[config.mk]
export PLATFORM = sky130hd
export DESIGN_NAME = accel_tilt_angle_engine_core_flat
export DESIGN_NICKNAME = d
export VERILOG_FILES = /design/src/ate_pkg.sv /design/src/ate_if.sv /design/src/accel_tilt_angle_engine_core.sv /design/src/ate_collect.sv /design/src/ate_ctrl.sv /design/src/ate_datapath.sv /design/src/flat_wrapper.sv
export SDC_FILE = /design/constraint.sdc
export NUM_CORES = 2
export LEC_CHECK = 0
export ABC_AREA = 1
export BUFFER_PORTS_ARGS = -buffer_cell sky130_fd_sc_hd__buf_4
export CORE_MARGIN = 2
export CORE_UTILIZATION = 50
export CTS_BUF_LIST = sky130_fd_sc_hd__clkbuf_16
export DETAILED_ROUTE_END_ITERATION = 7
export PLACE_DENSITY = 0.66
export SLEW_MARGIN = 20
export SYNTH_ARGS = -nofsm -noshare
export SYNTH_HDL_FRONTEND = slang
export SYNTH_HIERARCHICAL = 1
export SYNTH_SLANG_ARGS = --single-unit
[constraint.sdc]
create_clock -name clock -period 13.5 [get_ports clock]
set_input_delay 0.675 -clock clock [delete_from_list [all_inputs] [get_ports clock]]
set_output_delay 0.675 -clock clock [all_outputs]
set_load 0.02 [all_outputs]
[src/ate_pkg.sv]
// Shared types, constants and the arctangent table of the tilt angle engine.
`default_nettype none
package ate_pkg;

   localparam int BURST_BYTES = 14;
   localparam int WORD_COUNT  = 7;
   localparam int COUNT_W     = 4;
   localparam int ATAN_LEN    = 24;
   localparam int STEP_W      = 5;
   localparam int SQRT_STEPS  = 16;
   localparam int CORDIC_W    = 36;
   localparam int PRESCALE    = 16;

   // word positions inside a burst
   localparam int AX_IDX   = 0;
   localparam int AY_IDX   = 1;
   localparam int AZ_IDX   = 2;
   localparam int TEMP_IDX = 3;
   localparam int GX_IDX   = 4;
   localparam int GY_IDX   = 5;
   localparam int GZ_IDX   = 6;

   localparam logic signed [CORDIC_W-1:0] PI_Q30      = 36'sd3373259426;
   localparam logic signed [30:0]         DEG_PER_RAD = 31'sd961263669;

   typedef logic [WORD_COUNT-1:0][15:0] word_set_type;

   typedef enum logic [3:0] {
      OP_NONE,
      OP_CAPTURE,
      OP_SQ_A,
      OP_SQ_B,
      OP_SQRT,
      OP_INIT,
      OP_ITER,
      OP_MUL_LO,
      OP_MUL_HI,
      OP_ROUND
   } dp_op_type;

   typedef struct packed {
      dp_op_type         op;
      logic              pitch_sel;
      logic [STEP_W-1:0] step;
   } dp_cmd_type;

   // atan(2^-i) in Q30, truncated
   function automatic logic [29:0] atan_q30(input logic [STEP_W-1:0] idx);
      logic [29:0] v;
      case (idx)
         5'd0:  v = 30'h3243F6A8;
         5'd1:  v = 30'h1DAC6705;
         5'd2:  v = 30'h0FADBAFC;
         5'd3:  v = 30'h07F56EA6;
         5'd4:  v = 30'h03FEAB76;
         5'd5:  v = 30'h01FFD55B;
         5'd6:  v = 30'h00FFFAAA;
         5'd7:  v = 30'h007FFF55;
         5'd8:  v = 30'h003FFFEA;
         5'd9:  v = 30'h001FFFFD;
         5'd10: v = 30'h000FFFFF;
         5'd11: v = 30'h0007FFFF;
         5'd12: v = 30'h0003FFFF;
         5'd13: v = 30'h0001FFFF;
         5'd14: v = 30'h0000FFFF;
         5'd15: v = 30'h00007FFF;
         5'd16: v = 30'h00003FFF;
         5'd17: v = 30'h00001FFF;
         5'd18: v = 30'h00000FFF;
         5'd19: v = 30'h000007FF;
         5'd20: v = 30'h000003FF;
         5'd21: v = 30'h000001FF;
         5'd22: v = 30'h000000FF;
         5'd23: v = 30'h0000007F;
         default: v = '0;
      endcase
      return v;
   endfunction

endpackage
`default_nettype wire

[src/ate_if.sv]
// Request and response channel interfaces of the tilt angle engine.
`default_nettype none
interface ate_req_if;
   logic       valid;
   logic       ready;
   logic [7:0] burst_byte;
   logic       burst_start;

   modport source (output valid, output burst_byte, output burst_start, input ready);
   modport sink   (input valid, input burst_byte, input burst_start, output ready);
endinterface

interface ate_rsp_if;
   logic               valid;
   logic               ready;
   logic signed [15:0] accel_x;
   logic signed [15:0] accel_y;
   logic signed [15:0] accel_z;
   logic signed [15:0] temperature_raw;
   logic signed [15:0] gyro_x;
   logic signed [15:0] gyro_y;
   logic signed [15:0] gyro_z;
   logic signed [15:0] roll_angle;
   logic signed [14:0] pitch_angle;

   modport source (output valid, output accel_x, output accel_y, output accel_z,
                   output temperature_raw, output gyro_x, output gyro_y, output gyro_z,
                   output roll_angle, output pitch_angle, input ready);
   modport sink   (input valid, input accel_x, input accel_y, input accel_z,
                   input temperature_raw, input gyro_x, input gyro_y, input gyro_z,
                   input roll_angle, input pitch_angle, output ready);
endinterface
`default_nettype wire

[src/accel_tilt_angle_engine_core.sv]
// Top level of the tilt angle engine: channels, sensor register, output register.
//
// Usage: raw bytes of a 14-byte sensor burst arrive one per request on req_if,
// high byte of each word first; burst_start marks the first byte and drops any
// partial burst. Bytes without an open burst, and all bytes while the
// sensor_present register (csr_we / csr_wdata) is 0, are taken and dropped.
// After the 14th byte one response on rsp_if carries the seven words and the
// roll and pitch angles in degrees with ANGLE_FRAC_BITS fraction bits.
// Throughput: one byte per cycle while req_if.ready is high. The angle work runs
// on the shared CORDIC unit: a 16-step root, then one CORDIC pass and a two-part
// multiply per angle.
// The words are snapshot at burst end, so the next burst streams in meanwhile;
// only its 14th byte is held off (ready low) until the angle work is done.
// A finished response sits in the output register; while rsp_if.ready is low
// the sequencer waits and the next 14th byte stays stalled.
// Reset (synchronous, active high) clears the sensor register, closes any
// burst, idles the sequencer and drops a pending response.
`default_nettype none
module accel_tilt_angle_engine_core #(
   parameter int ANGLE_FRAC_BITS = 7,
   parameter int CORDIC_STEPS    = 16
) (
   input  wire logic  clock,
   input  wire logic  reset,
   ate_req_if.sink    req_if,
   ate_rsp_if.source  rsp_if,
   input  wire logic  csr_we,
   input  wire logic  csr_wdata
);

   logic                  present_ff;
   logic                  rsp_valid_ff;
   ate_pkg::word_set_type rsp_words_ff;
   logic [15:0]           rsp_roll_ff;
   logic [14:0]           rsp_pitch_ff;

   logic                  req_take;
   logic                  burst_done;
   logic                  near_full;
   logic                  busy;
   logic                  load;
   logic                  out_free;
   ate_pkg::word_set_type burst_words;
   ate_pkg::word_set_type dp_words;
   logic [15:0]           dp_roll;
   logic [14:0]           dp_pitch;
   ate_pkg::dp_cmd_type   cmd;

   // hold off only a request that could close a burst while the angle unit is busy
   assign req_if.ready = !(busy && near_full);
   assign req_take     = req_if.valid && req_if.ready && present_ff;
   assign out_free     = !rsp_valid_ff || rsp_if.ready;

   always_ff @(posedge clock) begin
      if (reset) begin
         present_ff <= 1'b0;
      end else if (csr_we) begin
         present_ff <= csr_wdata;
      end
   end

   ate_collect u_collect (
      .clock      (clock),
      .reset      (reset),
      .byte_take  (req_take),
      .byte_in    (req_if.burst_byte),
      .start_in   (req_if.burst_start),
      .burst_done (burst_done),
      .near_full  (near_full),
      .words      (burst_words)
   );

   ate_ctrl #(
      .CORDIC_STEPS (CORDIC_STEPS)
   ) u_ctrl (
      .clock    (clock),
      .reset    (reset),
      .launch   (burst_done),
      .out_free (out_free),
      .cmd      (cmd),
      .busy     (busy),
      .load     (load)
   );

   ate_datapath #(
      .ANGLE_FRAC_BITS (ANGLE_FRAC_BITS)
   ) u_datapath (
      .clock     (clock),
      .cmd       (cmd),
      .words_in  (burst_words),
      .words_out (dp_words),
      .roll_out  (dp_roll),
      .pitch_out (dp_pitch)
   );

   // output register: advance on load, drop valid once the response is taken
   always_ff @(posedge clock) begin
      if (reset) begin
         rsp_valid_ff <= 1'b0;
      end else if (load) begin
         rsp_valid_ff <= 1'b1;
      end else if (rsp_if.ready) begin
         rsp_valid_ff <= 1'b0;
      end
   end

   always_ff @(posedge clock) begin
      if (load) begin
         rsp_words_ff <= dp_words;
         rsp_roll_ff  <= dp_roll;
         rsp_pitch_ff <= dp_pitch;
      end
   end

   assign rsp_if.valid           = rsp_valid_ff;
   assign rsp_if.accel_x         = signed'(rsp_words_ff[ate_pkg::AX_IDX]);
   assign rsp_if.accel_y         = signed'(rsp_words_ff[ate_pkg::AY_IDX]);
   assign rsp_if.accel_z         = signed'(rsp_words_ff[ate_pkg::AZ_IDX]);
   assign rsp_if.temperature_raw = signed'(rsp_words_ff[ate_pkg::TEMP_IDX]);
   assign rsp_if.gyro_x          = signed'(rsp_words_ff[ate_pkg::GX_IDX]);
   assign rsp_if.gyro_y          = signed'(rsp_words_ff[ate_pkg::GY_IDX]);
   assign rsp_if.gyro_z          = signed'(rsp_words_ff[ate_pkg::GZ_IDX]);
   assign rsp_if.roll_angle      = signed'(rsp_roll_ff);
   assign rsp_if.pitch_angle     = signed'(rsp_pitch_ff);

endmodule
`default_nettype wire

[src/ate_collect.sv]
// Burst byte collector: byte store, byte count and burst framing.
`default_nettype none
module ate_collect (
   input  wire logic                 clock,
   input  wire logic                 reset,
   input  wire logic                 byte_take,
   input  wire logic [7:0]           byte_in,
   input  wire logic                 start_in,
   output      logic                 burst_done,
   output      logic                 near_full,
   output      ate_pkg::word_set_type words
);

   logic [7:0]                  store_ff [ate_pkg::BURST_BYTES];
   logic [ate_pkg::COUNT_W-1:0] count_ff, count_in;
   logic                        open_ff, open_in;
   logic                        done_ff, done_in;
   logic                        eff_open;
   logic [ate_pkg::COUNT_W-1:0] eff_count;
   logic                        write_en;
   logic                        last_byte;

   localparam logic [ate_pkg::COUNT_W-1:0] LAST_POS =
      ate_pkg::COUNT_W'(ate_pkg::BURST_BYTES - 1);

   always_comb begin
      eff_open  = start_in | open_ff;
      eff_count = start_in ? '0 : count_ff;
      write_en  = byte_take & eff_open;
      last_byte = eff_count == LAST_POS;
      count_in  = count_ff;
      open_in   = open_ff;
      done_in   = 1'b0;
      if (write_en) begin
         count_in = eff_count + 1'b1;
         open_in  = !last_byte;
         done_in  = last_byte;
      end
   end

   always_ff @(posedge clock) begin
      if (reset) begin
         count_ff <= '0;
         open_ff  <= 1'b0;
         done_ff  <= 1'b0;
      end else begin
         count_ff <= count_in;
         open_ff  <= open_in;
         done_ff  <= done_in;
      end
   end

   always_ff @(posedge clock) begin
      if (write_en) begin
         store_ff[eff_count] <= byte_in;
      end
   end

   always_comb begin
      for (int k = 0; k < ate_pkg::WORD_COUNT; k++) begin
         words[k] = {store_ff[2*k], store_ff[2*k+1]};
      end
   end

   assign burst_done = done_ff;
   assign near_full  = open_ff && (count_ff == LAST_POS);

endmodule
`default_nettype wire

[src/ate_ctrl.sv]
// Sequencer for the angle datapath: square, root, two CORDIC passes, scaling.
`default_nettype none
module ate_ctrl #(
   parameter int CORDIC_STEPS = 16
) (
   input  wire logic              clock,
   input  wire logic              reset,
   input  wire logic              launch,
   input  wire logic              out_free,
   output      ate_pkg::dp_cmd_type cmd,
   output      logic              busy,
   output      logic              load
);

   typedef enum logic [3:0] {
      ST_IDLE, ST_SQ_A, ST_SQ_B, ST_SQRT, ST_INIT, ST_ITER,
      ST_MUL_LO, ST_MUL_HI, ST_ROUND, ST_DONE
   } state_type;

   localparam logic [ate_pkg::STEP_W-1:0] LAST_ITER =
      ate_pkg::STEP_W'(CORDIC_STEPS - 1);
   localparam logic [ate_pkg::STEP_W-1:0] SQRT_LAST =
      ate_pkg::STEP_W'(ate_pkg::SQRT_STEPS - 1);

   state_type                   state_ff;
   logic [ate_pkg::STEP_W-1:0]  step_ff;
   logic                        pitch_ff;

   always_ff @(posedge clock) begin
      if (reset) begin
         state_ff <= ST_IDLE;
         step_ff  <= '0;
         pitch_ff <= 1'b0;
      end else begin
         case (state_ff)
            ST_IDLE: begin
               if (launch) begin
                  state_ff <= ST_SQ_A;
               end
            end
            ST_SQ_A: state_ff <= ST_SQ_B;
            ST_SQ_B: begin
               state_ff <= ST_SQRT;
               step_ff  <= '0;
            end
            ST_SQRT: begin
               if (step_ff == SQRT_LAST) begin
                  state_ff <= ST_INIT;
                  pitch_ff <= 1'b0;
               end else begin
                  step_ff <= step_ff + 1'b1;
               end
            end
            ST_INIT: begin
               state_ff <= ST_ITER;
               step_ff  <= '0;
            end
            ST_ITER: begin
               if (step_ff == LAST_ITER) begin
                  state_ff <= ST_MUL_LO;
               end else begin
                  step_ff <= step_ff + 1'b1;
               end
            end
            ST_MUL_LO: state_ff <= ST_MUL_HI;
            ST_MUL_HI: state_ff <= ST_ROUND;
            ST_ROUND: begin
               if (pitch_ff) begin
                  state_ff <= ST_DONE;
               end else begin
                  pitch_ff <= 1'b1;
                  state_ff <= ST_INIT;
               end
            end
            ST_DONE: begin
               if (out_free) begin
                  state_ff <= ST_IDLE;
               end
            end
            default: state_ff <= ST_IDLE;
         endcase
      end
   end

   always_comb begin
      cmd.step      = step_ff;
      cmd.pitch_sel = pitch_ff;
      case (state_ff)
         ST_IDLE:   cmd.op = launch ? ate_pkg::OP_CAPTURE : ate_pkg::OP_NONE;
         ST_SQ_A:   cmd.op = ate_pkg::OP_SQ_A;
         ST_SQ_B:   cmd.op = ate_pkg::OP_SQ_B;
         ST_SQRT:   cmd.op = ate_pkg::OP_SQRT;
         ST_INIT:   cmd.op = ate_pkg::OP_INIT;
         ST_ITER:   cmd.op = ate_pkg::OP_ITER;
         ST_MUL_LO: cmd.op = ate_pkg::OP_MUL_LO;
         ST_MUL_HI: cmd.op = ate_pkg::OP_MUL_HI;
         ST_ROUND:  cmd.op = ate_pkg::OP_ROUND;
         default:   cmd.op = ate_pkg::OP_NONE;
      endcase
   end

   assign busy = state_ff != ST_IDLE;
   assign load = (state_ff == ST_DONE) && out_free;

endmodule
`default_nettype wire

[src/ate_datapath.sv]
// Angle datapath: shared multiplier, bitwise square root, CORDIC, degree scaling.
`default_nettype none
module ate_datapath #(
   parameter int ANGLE_FRAC_BITS = 7
) (
   input  wire logic                  clock,
   input  wire ate_pkg::dp_cmd_type   cmd,
   input  wire ate_pkg::word_set_type words_in,
   output      ate_pkg::word_set_type words_out,
   output      logic [15:0]           roll_out,
   output      logic [14:0]           pitch_out
);

   localparam int CW    = ate_pkg::CORDIC_W;
   localparam int SHIFT = 54 - ANGLE_FRAC_BITS;
   localparam logic signed [63:0] ROUND_HALF = 64'sd1 <<< (SHIFT - 1);
   localparam logic signed [63:0] ROLL_LIM   = 64'(180 * (2 ** ANGLE_FRAC_BITS));
   localparam logic signed [63:0] PITCH_LIM  = 64'(90 * (2 ** ANGLE_FRAC_BITS));

   ate_pkg::word_set_type  word_ff;
   logic [31:0]            rad_ff;
   logic [17:0]            rem_ff;
   logic [15:0]            root_ff;
   logic signed [CW-1:0]   x_ff, y_ff, z_ff;
   logic signed [63:0]     acc_ff;
   logic [15:0]            roll_ff;
   logic [14:0]            pitch_ff;

   logic signed [15:0]     ax, ay, az;
   logic signed [18:0]     mul_a;
   logic signed [30:0]     mul_b;
   logic signed [49:0]     prod;
   logic [19:0]            rem_sh, trial;
   logic                   root_bit;
   logic signed [17:0]     cy, cx, y_pre, x_pre;
   logic signed [CW-1:0]   z_pre;
   logic signed [CW-1:0]   xs, ys, at;
   logic signed [63:0]     rsum, rsh, lim, rsat;

   assign ax = signed'(word_ff[ate_pkg::AX_IDX]);
   assign ay = signed'(word_ff[ate_pkg::AY_IDX]);
   assign az = signed'(word_ff[ate_pkg::AZ_IDX]);

   // one shared multiplier: squares, then the two halves of the degree product
   always_comb begin
      case (cmd.op)
         ate_pkg::OP_SQ_A: begin
            mul_a = 19'(ay);
            mul_b = 31'(ay);
         end
         ate_pkg::OP_SQ_B: begin
            mul_a = 19'(az);
            mul_b = 31'(az);
         end
         ate_pkg::OP_MUL_LO: begin
            mul_a = signed'({1'b0, z_ff[17:0]});
            mul_b = ate_pkg::DEG_PER_RAD;
         end
         ate_pkg::OP_MUL_HI: begin
            mul_a = 19'(signed'(z_ff[CW-1:18]));
            mul_b = ate_pkg::DEG_PER_RAD;
         end
         default: begin
            mul_a = '0;
            mul_b = '0;
         end
      endcase
      prod = mul_a * mul_b;
   end

   // one result bit of the floor root per step
   always_comb begin
      rem_sh   = {rem_ff, rad_ff[31:30]};
      trial    = {2'b00, root_ff, 2'b01};
      root_bit = rem_sh >= trial;
   end

   // CORDIC start: fold a negative x by a half turn
   always_comb begin
      if (cmd.pitch_sel) begin
         cy = -(18'(ax));
         cx = signed'({2'b00, root_ff});
      end else begin
         cy = 18'(ay);
         cx = 18'(az);
      end
      if (cx[17]) begin
         x_pre = -cx;
         y_pre = -cy;
         z_pre = cy[17] ? -ate_pkg::PI_Q30 : ate_pkg::PI_Q30;
      end else begin
         x_pre = cx;
         y_pre = cy;
         z_pre = '0;
      end
      xs = x_ff >>> cmd.step;
      ys = y_ff >>> cmd.step;
      at = signed'(CW'(ate_pkg::atan_q30(cmd.step)));
   end

   // round half up, drop the fraction, clamp
   always_comb begin
      rsum = acc_ff + ROUND_HALF;
      rsh  = rsum >>> SHIFT;
      lim  = cmd.pitch_sel ? PITCH_LIM : ROLL_LIM;
      if (rsh > lim) begin
         rsat = lim;
      end else if (rsh < -lim) begin
         rsat = -lim;
      end else begin
         rsat = rsh;
      end
   end

   always_ff @(posedge clock) begin
      case (cmd.op)
         ate_pkg::OP_CAPTURE: word_ff <= words_in;
         ate_pkg::OP_SQ_A: begin
            rad_ff  <= prod[31:0];
            rem_ff  <= '0;
            root_ff <= '0;
         end
         ate_pkg::OP_SQ_B: rad_ff <= rad_ff + prod[31:0];
         ate_pkg::OP_SQRT: begin
            rad_ff  <= {rad_ff[29:0], 2'b00};
            rem_ff  <= 18'(root_bit ? rem_sh - trial : rem_sh);
            root_ff <= {root_ff[14:0], root_bit};
         end
         ate_pkg::OP_INIT: begin
            x_ff <= CW'(x_pre) <<< ate_pkg::PRESCALE;
            y_ff <= CW'(y_pre) <<< ate_pkg::PRESCALE;
            z_ff <= z_pre;
         end
         ate_pkg::OP_ITER: begin
            // hold once y reaches zero
            if (y_ff != '0) begin
               if (!y_ff[CW-1]) begin
                  x_ff <= x_ff + ys;
                  y_ff <= y_ff - xs;
                  z_ff <= z_ff + at;
               end else begin
                  x_ff <= x_ff - ys;
                  y_ff <= y_ff + xs;
                  z_ff <= z_ff - at;
               end
            end
         end
         ate_pkg::OP_MUL_LO: acc_ff <= 64'(prod);
         ate_pkg::OP_MUL_HI: acc_ff <= acc_ff + (64'(prod) <<< 18);
         ate_pkg::OP_ROUND: begin
            if (cmd.pitch_sel) begin
               pitch_ff <= rsat[14:0];
            end else begin
               roll_ff <= rsat[15:0];
            end
         end
         default: ;
      endcase
   end

   assign words_out = word_ff;
   assign roll_out  = roll_ff;
   assign pitch_out = pitch_ff;

endmodule
`default_nettype wire
[src/flat_wrapper.sv]
// flat-port wrapper written by rule: the top's interface ports become plain ports
module accel_tilt_angle_engine_core_flat 
#(
   parameter int ANGLE_FRAC_BITS = 7,
   parameter int CORDIC_STEPS    = 16
)
  (clock, reset, csr_we, csr_wdata, req_if_valid, req_if_burst_byte, req_if_burst_start, req_if_ready, rsp_if_valid, rsp_if_accel_x, rsp_if_accel_y, rsp_if_accel_z, rsp_if_temperature_raw, rsp_if_gyro_x, rsp_if_gyro_y, rsp_if_gyro_z, rsp_if_roll_angle, rsp_if_pitch_angle, rsp_if_ready);
  ate_req_if req_if_i ();
  ate_rsp_if rsp_if_i ();
  input  wire logic clock;
  input  wire logic reset;
  input  wire logic csr_we;
  input  wire logic csr_wdata;
  input wire logic [$bits(req_if_i.valid)-1:0] req_if_valid;
  input wire logic [$bits(req_if_i.burst_byte)-1:0] req_if_burst_byte;
  input wire logic [$bits(req_if_i.burst_start)-1:0] req_if_burst_start;
  output wire logic [$bits(req_if_i.ready)-1:0] req_if_ready;
  output wire logic [$bits(rsp_if_i.valid)-1:0] rsp_if_valid;
  output wire logic [$bits(rsp_if_i.accel_x)-1:0] rsp_if_accel_x;
  output wire logic [$bits(rsp_if_i.accel_y)-1:0] rsp_if_accel_y;
  output wire logic [$bits(rsp_if_i.accel_z)-1:0] rsp_if_accel_z;
  output wire logic [$bits(rsp_if_i.temperature_raw)-1:0] rsp_if_temperature_raw;
  output wire logic [$bits(rsp_if_i.gyro_x)-1:0] rsp_if_gyro_x;
  output wire logic [$bits(rsp_if_i.gyro_y)-1:0] rsp_if_gyro_y;
  output wire logic [$bits(rsp_if_i.gyro_z)-1:0] rsp_if_gyro_z;
  output wire logic [$bits(rsp_if_i.roll_angle)-1:0] rsp_if_roll_angle;
  output wire logic [$bits(rsp_if_i.pitch_angle)-1:0] rsp_if_pitch_angle;
  input wire logic [$bits(rsp_if_i.ready)-1:0] rsp_if_ready;
  assign req_if_i.valid = req_if_valid;
  assign req_if_i.burst_byte = req_if_burst_byte;
  assign req_if_i.burst_start = req_if_burst_start;
  assign req_if_ready = req_if_i.ready;
  assign rsp_if_valid = rsp_if_i.valid;
  assign rsp_if_accel_x = rsp_if_i.accel_x;
  assign rsp_if_accel_y = rsp_if_i.accel_y;
  assign rsp_if_accel_z = rsp_if_i.accel_z;
  assign rsp_if_temperature_raw = rsp_if_i.temperature_raw;
  assign rsp_if_gyro_x = rsp_if_i.gyro_x;
  assign rsp_if_gyro_y = rsp_if_i.gyro_y;
  assign rsp_if_gyro_z = rsp_if_i.gyro_z;
  assign rsp_if_roll_angle = rsp_if_i.roll_angle;
  assign rsp_if_pitch_angle = rsp_if_i.pitch_angle;
  assign rsp_if_i.ready = rsp_if_ready;
  accel_tilt_angle_engine_core #(.ANGLE_FRAC_BITS(ANGLE_FRAC_BITS), .CORDIC_STEPS(CORDIC_STEPS)) u_core (.clock(clock), .reset(reset), .req_if(req_if_i), .rsp_if(rsp_if_i), .csr_we(csr_we), .csr_wdata(csr_wdata));
endmodule
==> run summary <==
VDD IR max = 90.8 uV
Min-Delay Path Class = in -> reg
status = completed
critical path arrival = 12.61 ns
vias = 50300
setup bufs post-CTS = 0
Compound-Gate Fraction of Synth Area = 0.110
Max Cap Viol = 0
drt wl/cell = 21.4 um
core area = 0.118 mm^2
XOR/XNOR share of the synthesized area = 0.0305
Hold Vio Cnt, Final = 0
reg2reg setup slack = 1.28 ns
hpwl dp = 153000 um
delay of the slowest critical-path stage = 0.89 ns
hold_ws = 0.280 ns
min cycle time layout = 12.22 ns
Cells after Synth = 7122
Initial DRC Count = 5034
setup TNS = 0 ns
CTS Root Cell = clkbuf_16
classification of the worst setup path = reg -> reg
CTS tree = built
largest family of logic cells by synthesized area = adder cells
final setup margin = 1.28 ns
layout cells sized above 1 = 0.0628
clk buf depth = 3
routability cong. = 1.01
Initial Util = 0.504
clock skew = 0.0234 ns
number of synthesized flops with an enable pin = 618
startpoint types = flop
Clk Latency, worst-skew pair = 0.67 ns
Antenna Violating Nets Remaining = 0
CP most frequent cell = inv_1
register bit total from synthesis = 636
vias in the first global route = 49500
total number of yosys warnings = 6
max-slew violations = 0
grt ovf = 0
Post-Syn Area per Cell = 8.37 um^2
FILL cells = 11100
first-pass GRT wire length = 291000 um
Die Area = 0.122 mm^2
Die X = 349 um
Tot GR Track Use = 0.312
pin count of the biggest net entering global routing = 78
DRT Wirelength = 190000 um
DR pass1 iterations = 7
Row Count = 126
Seq/Total Area, Yosys = 0.317
Buffers on Ports = 159
DRC = 0
Syn Std Cell Area = 0.0596 mm^2
# hold bufs at CTS = 0
Setup WS pre-CTS = 1.44 ns
worst-path fanout max = 34
die span in y = 349 um
Synth Area in Adders = 0.253
Slowest-stage cell, CP = a21oi_1
diode count = 0
post-route clock period utilization = 0.905
syn_nets = 8029
CTS buffer count = 72
Yosys cell types = 67
RSZ-0062 raised after global routing = no
initial antenna violation count = 4
Top Ports = 160
post-synthesis mux area share = 0
Critical Path RT = 13.88 ns
Relative slew margins = 0.223
top_reg_cell synth = edfxtp_1
vias per cell = 5.69
endpoints failing setup = 0
H-Tree Depth = 3
f_max = 0.0818 GHz
PwrDens = 94.7 mW/mm^2
CP Capture Type = flop
worst slew pin tran = 1.17 ns
Power Total = 6.14 mW
area delta synth->final = 8.77%
# resized after CTS = 0
clk sinks = 636
Async SR Flop Fraction = 0
CTS clk-pin slew, worst paths = 0.06 ns
simple-gate area share of the yosys netlist = 0.205
Final nets = 8164
leakage power = 29.9 nW
==> worst paths after layout <==
path,to,cells after the start,from
worst min-delay path,u_core/present_ff,4,csr_we
worst min register to register,u_core/rsp_if.gyro_y[15],0,u_core/u_datapath/words_out[95]
worst max register to register,u_core/u_datapath/acc_ff[62],44,u_core/u_ctrl/state_ff[3]
worst max-delay path,u_core/u_datapath/acc_ff[62],44,u_core/u_ctrl/state_ff[3]
==> kinds of logic after synthesis <==
logic type | count (synthesis)
flops | 636
buf+inv | 1294
other cells | 2
compound gates | 1179
simple gates | 2911
xor+xnor | 208
fa+ha+maj | 892
==> cell usage in the layout (no fill, tap or decap), types with 72 or more instances in the layout <==
| master | Yosys | final |
|---|---|---|
| ha_1 | 365 | 365 |
| inv_1 | 1094 | 1109 |
| o21ai_0 | 423 | 420 |
| clkbuf_16 | 0 | 72 |
| nand3_1 | 546 | 546 |
| xor2_1 | 132 | 132 |
| fa_1 | 527 | 527 |
| buf_4 | 7 | 230 |
| a21oi_1 | 476 | 476 |
| nand2_1 | 1497 | 1495 |
| nor2_1 | 635 | 632 |
| edfxtp_1 | 618 | 618 |
| xnor2_1 | 76 | 76 |
==> area by class of cell <==
class	count	area, um^2	share of cell area
timing repair buffer	231	1750	0.0269
sequential	636	18900	0.292
clock buffer	72	1800	0.0278
multi-input combinational	5192	35800	0.552
inverter	1124	4220	0.0651
tap	1536	1920	0.0296
clock inverter	58	453	0.00698
==> synthesized netlist by cell type (5+ instances only) <==
| cell type | instances | area [um^2] |
|---|---|---|
| o2111ai_1 | 6 | 52.6 |
| o221ai_1 | 9 | 78.8 |
| ha_1 | 365 | 4570 |
| o22ai_1 | 16 | 100 |
| buf_4 | 7 | 52.6 |
| o21a_1 | 24 | 180 |
| nand3b_1 | 17 | 128 |
| inv_1 | 1094 | 4110 |
| a21oi_2 | 5 | 43.8 |
| nor3_1 | 51 | 255 |
| nand4_1 | 53 | 332 |
| nand3_1 | 546 | 2730 |
| nor2_2 | 25 | 156 |
| o21ai_0 | 423 | 2120 |
| buf_1 | 18 | 67.6 |
| o21ai_1 | 33 | 165 |
| dfxtp_1 | 18 | 360 |
| a31oi_1 | 37 | 231 |
| a21oi_1 | 476 | 2380 |
| o211ai_1 | 28 | 210 |
| clkinv_1 | 6 | 22.5 |
| nor4_1 | 24 | 150 |
| o21bai_1 | 25 | 188 |
| nand2_1 | 1497 | 5620 |
| a211oi_1 | 7 | 52.6 |
| clkbuf_1 | 89 | 334 |
| a21o_1 | 33 | 248 |
| nor2_1 | 635 | 2380 |
| a22o_1 | 15 | 131 |
| nor2_4 | 5 | 56.3 |
| xnor2_1 | 76 | 666 |
| and3_1 | 8 | 50.1 |
| nand2_2 | 14 | 87.6 |
| or2_2 | 17 | 106 |
| inv_2 | 24 | 90.1 |
| fa_1 | 527 | 10600 |
| a21boi_0 | 10 | 75.1 |
| o21ai_2 | 5 | 43.8 |
| xor2_1 | 132 | 1160 |
| buf_2 | 53 | 265 |
| edfxtp_1 | 618 | 18600 |
| o31ai_1 | 8 | 60.1 |
==> registers in the layout (all words and copies together), names as in the netlist, 18 cells and up <==
register,cells
u_core/u_datapath/y_ff,36
u_core/u_datapath/acc_ff,46
u_core/u_datapath/rem_ff,18
u_core/u_datapath/x_ff,36
u_core/u_datapath/words_out,64
u_core/u_datapath/z_ff,36
u_core/u_datapath/rad_ff,32
u_core/u_collect/store_ff,112
==> through the flow <==
stage	cell area [um^2]	cells	utilization
after detailed placement	62600	8718	0.529
after global routing	64900	8849	0.549
after CTS	64800	8848	0.548
final	64900	8849	0.549
after global placement	62600	8718	0.529
after floorplan	59600	7122	-
==> power breakdown <==
part           total [mW]  internal (mW)  switching (mW)
combinational        2.01          0.661            1.35
clock                1.89           1.04           0.853
sequential           2.24           2.21          0.0212
total                6.14           3.92            2.22
==> worst max-delay path: cells and delay by family (launching register included) <==
kind | cells | cell delay [ns]
AOI/OAI and AO/OA | 4 | 1.60
xor gates and xnor gates | 1 | 0.60
adders and majority gates | 9 | 4.01
buffers and inverters | 10 | 1.81
DFF | 1 | 0.44
and+or+nand+nor | 20 | 3.44
==> metal layers <==
metal,vias up,GRT usage,share of wire
met1,24200,0.400,0.40
met5,-,0,0.00018
met2,2046,0.517,0.48
met4,6,0.137,0.050
met3,425,0.0558,0.074
li1,23700,-,-
Power figures use the tool's default switching activity.
